## src/hw/rtl/rpi_ram.sv

```systemverilog
`timescale 1ns / 1ps
// ----------------------------------------------------------------------------
// rpi_ram
// Generic single write port, single read port RAM with registered read.
// ----------------------------------------------------------------------------
module rpi_ram #(
    parameter int WIDTH = 8,
    parameter int DEPTH = 16
) (
    input  logic                     clk,
    input  logic                     we,
    input  logic [$clog2(DEPTH)-1:0] waddr,
    input  logic [WIDTH-1:0]         wdata,
    input  logic [$clog2(DEPTH)-1:0] raddr,
    output logic [WIDTH-1:0]         rdata
);

    logic [WIDTH-1:0] mem [DEPTH];
    logic [WIDTH-1:0] rdata_reg;

    always_ff @(posedge clk)
    begin
        if (we)
        begin
            mem[waddr] <= wdata;
        end
        rdata_reg <= mem[raddr];
    end

    assign rdata = rdata_reg;

endmodule

```

## config.mk

```make
export PLATFORM = sky130hd
export DESIGN_NAME = rpi_ram
export DESIGN_NICKNAME = d
export VERILOG_FILES = /design/src/hw/rtl/rpi_ram.sv
export SDC_FILE = /design/constraint.sdc
export NUM_CORES = 1
export LEC_CHECK = 0
export CAP_MARGIN = 20
export CORE_UTILIZATION = 30
export CTS_BUF_LIST = sky130_fd_sc_hd__clkbuf_16
export DETAILED_ROUTE_END_ITERATION = 8
export DONT_BUFFER_PORTS = 1
export PLACE_DENSITY_LB_ADDON = 0.15
export RECOVER_POWER = 50
export SYNTH_ARGS = -nofsm -noshare
export SYNTH_HDL_FRONTEND = slang
export SYNTH_SLANG_ARGS = --single-unit
```

## constraint.sdc

```tcl
create_clock -name clk -period 1.8 [get_ports clk]
set_clock_uncertainty 0.1 [all_clocks]
set_input_delay 0.36 -clock clk [delete_from_list [all_inputs] [get_ports clk]]
set_output_delay 0.36 -clock clk [all_outputs]
set_load 0.01 [all_outputs]
```

After elaboration in Yosys (flattened, before gate mapping) --
Memories as Yosys holds them, arrays and structs flattened. A register that Yosys moved wholly into a read port is not among the register bits. Index checks and enable logic that the tools add are counted.
Operators by class: multiplexer cells 2
Operators with widths (number):
- $mux W1 | 2
Word-level totals: flip-flop bits (word level) 0, memory bits (writable) 128, input port bits 18, output and inout port bits 8, word-level logic and storage cells 3, memories 1
Memory list:
- mem | depth 16, width 8, rd ports 1, clocked after Yosys merged registers in 1, wr ports 1, RTL line 18 | logic [WIDTH-1:0] mem [DEPTH];

Depth between registers and ports, before layout --
depth after elaboration 2, depth in mapped cells 5, mapped depth without buffers 3

Least setup slack after synthesis --
No wires, ideal clock.
path type input port to flip-flop, from input waddr[2], to memory mem[0][0], enable pin, library setup time 0.383 ns, arrival 1.470 ns, data required time 1.317 ns, slack -0.153 ns, stages on the path 2, path buffers 0, cells stage by stage or3b_2 > nor3_1
RTL lines:
- from (decl) | RTL line 12 | input logic [$clog2(DEPTH)-1:0] waddr,
- to (decl) | RTL line 18
No word-level cell before the write port.

Worst setup path in the final report --
from input waddr[2], to memory mem[0][5], enable pin
No word-level cell before the write port.

==> flow_metrics.env <==
export IMPL_power_density_nw_per_um2=1209
export IMPL_hold_viol=0
export IMPL_finalCritPeriodShare=0.8711
export IMPL_drt_total_wl_um=10930
export IMPL_grt_util_all_layers=0.1371
export IMPL_io_pins=26
export IMPL_max_cap_violations=0
export IMPL_area_growth_pct=18.42
export IMPL_wire_per_inst_um=22.03
export IMPL_die_w_um=133.0
export IMPL_start_util=0.3093
export IMPL_cpPeakStageDelay_ns=0.50
export IMPL_path_cells="or3b_2 > nor3_1 > clkbuf_1"
export IMPL_gp_congestion=0.6846
export IMPL_fin_tns_setup_ns=0
export IMPL_yosys_warnings=0
export IMPL_cp_max_fo=8
export IMPL_clock_sinks=136
export IMPL_critPathKind="input port to flip-flop"
export IMPL_fin_area_um2=6096
export IMPL_ys_seq_area_frac=0.7778
export IMPL_power_share_clock=0.481
export IMPL_syn_inst=229
export IMPL_fmax_ghz=0.6377
export IMPL_placement_io_buffers=0
export IMPL_synthFlopType="edfxtp_1"
export IMPL_outcome="complete, no violations"
export IMPL_fin_crit_ns=1.568
export IMPL_rr_startpoint="mem[2][7]"
export IMPL_critPathTopFamily="simple AND/OR/NAND/NOR gates"
export IMPL_clockBufferDepth=2
export IMPL_dpl_cell_area_um2=5469
export IMPL_crit_buf_inv=1
export IMPL_rsz0062_at_grt="false"
export IMPL_holdPathStages=3
export IMPL_switching_share=0.1928
export IMPL_worst_ep_arrival_time_ns=1.52
export IMPL_setup_viol=0
export IMPL_htree_levels=4
export IMPL_holdPathEnd="rdata[5]"
export IMPL_cts_tree="built"
export IMPL_endpoint_kind="flip-flop"
export IMPL_slew_viol_final=0
export IMPL_whs_ns=0.1535
export IMPL_relSlewSlack=0.4776
export IMPL_vias=2337
export IMPL_reg2reg_depth=3
export IMPL_grt_pass1_vias=2409
export IMPL_p_total_mw=7.368
export IMPL_irDropWorstVdd_v=0.0006980
export IMPL_synthesis_area_um2=5147
export IMPL_dieArea_um2=17690
export IMPL_ys_seq_elements=136
export IMPL_seq_power_share=0.486
export IMPL_diodes=0
export IMPL_ys_types=19
export IMPL_worst_slew_pin_slew_ns=0.7820
export IMPL_drt_pre_antenna_iters=4
export IMPL_core_area_um2=16640
export IMPL_ant_nets=0
export IMPL_clk_pin_slew_ns=0.05
export IMPL_worstHoldStart="raddr[1]"
export IMPL_p_switching_mw=1.420
export IMPL_core_rowCount=47
export IMPL_r2r_end="rdata[7]"
export IMPL_drive_gt1_frac=0.1703
export IMPL_crit_path_start_kind="input port"
export IMPL_grt_max_degree=33
export IMPL_antenna_found_initial=0
export IMPL_numCtsBuffers=17
export IMPL_min_path_type="input port to flip-flop"
export IMPL_finalNetCount=281
export IMPL_required_ns=1.75
export IMPL_largest_register_ffs=128
export IMPL_viasPerCell=4.712
export IMPL_hpwl_um=6701
export IMPL_grt_overflow=0
export IMPL_post_route_drc_count=0
export IMPL_postCtsResizedCells=0
export IMPL_combPwrFrac=0.034
export IMPL_critPathSlowestCell="or3b_2"
export IMPL_dp_cells=456
export IMPL_avgSynthCellArea_um2=22.48
export IMPL_worstSkewPairLatency_ns=0.42
export IMPL_p_int_mw=5.948
export IMPL_root_buffer="clkbuf_16"
export IMPL_synth_edff_count=128
export IMPL_grt_pass1_wl_um=16210
export IMPL_die_h_um=133.0
export IMPL_drtIter0Drc=240
export IMPL_async_reset_ff_frac=0
export IMPL_synthesis_nets=247
export IMPL_p_leak_nw=1.941
export IMPL_fin_cells=496
export IMPL_regToRegSetupSlack_ns=0.30
## synthesized netlist by cell type, drive strengths merged (2+ instances only)
| cell | number | area share |
|---|---|---|
| nor3 | 4 | 0.0039 |
| dfxtp | 8 | 0.031 |
| nor2 | 13 | 0.0095 |
| nand2 | 9 | 0.0066 |
| nand3b | 2 | 0.0029 |
| nand2b | 2 | 0.0024 |
| clkdlybuf4s25 | 3 | 0.0058 |
| edfxtp | 128 | 0.75 |
| a22oi | 16 | 0.023 |
| buf | 7 | 0.011 |
| mux4 | 32 | 0.15 |
## power by group through the flow
| stage | combinational, mW | clock (mW) | sequential [mW] |
|---|---|---|---|
| 6_report | 0.247 | 3.54 | 3.58 |
| 5_1_grt | 0.270 | 3.74 | 3.58 |
| 4_1_cts | 0.261 | 3.61 | 3.58 |
| 3_5_place_dp | 0.204 | 0 | 3.65 |
| 3_3_place_gp | 0.204 | 0 | 3.64 |
| 2_1_floorplan | 0.180 | 0 | 3.63 |
## layout by cell type, fill, tap and decap left out, types with 2 or more instances in the layout
master         instances
nor3_1                 4
clkbuf_1              16
dfxtp_1                8
mux4_1                14
nor2_1                13
clkinv_1               3
nand3b_1               2
a22oi_1               16
nand2b_1               2
edfxtp_1             128
inv_1                  2
clkinv_4               2
bufinv_16              4
dlygate4sd3_1          8
clkinvlp_4             4
mux4_2                18
clkbuf_16             17
nand2_1                9
## cell type report
cell class | count | area [um^2]
Clock inverter | 15 | 186.4
Clock buffer | 17 | 425.4
Multi-Input combinational cell | 83 | 1057
Sequential cell | 136 | 4004
Fill cell | 1526 | 10550
Tap cell | 220 | 275.3
Timing Repair Buffer | 25 | 147.6
## worst max-delay path by stage
stage               from        end  slack [ns]  cells past startpoint
3_5_place_dp    waddr[2]  mem[0][6]        0.19                      3
4_1_cts        mem[6][1]   rdata[1]        0.28                      3
5_1_grt         waddr[2]  mem[0][5]        0.21                      3
2_1_floorplan   waddr[2]  mem[3][0]        0.07                      2
3_3_place_gp    raddr[3]   rdata[2]        0.17                      3
6_report        waddr[2]  mem[0][5]        0.23                      3
## logic make-up after synthesis
logic type / share of synthesized area
AO/OA/AOI/OAI: 0.02334
buffers and inverters: 0.01677
flip-flops: 0.7778
multiplexers: 0.1502
AND/OR/NAND/NOR: 0.03184
## tightest hold or removal path, delay by kind of cell
kind | cells | cell delay, ns
muxes | 1 | 0.16
and+or+nand+nor | 1 | 0.05
AOI/OAI and AO/OA | 1 | 0.05
## metal layers
metal	up-vias	track usage	wire length, um
met1	1213	0.1847	5122
met4	0	0.07088	219
met5	-	0	0
met2	64	0.2045	5045
li1	1042	-	-
met3	18	0.03525	537
## repair_timing
item	4_1_cts	5_1_grt
buffers inserted	0	0
hold buffers	8	0
endpoints found under the hold margin	128	0
## metrics by stage
step                      setup WS, ns    util
after floorplan                0.07385       -
after global placement          0.1719  0.3286
after detailed placement        0.1869  0.3286
after CTS                       0.2810  0.3702
after global routing            0.2088  0.3663
final                           0.2320  0.3663
Note: power is estimated with default switching activity, not from simulation.
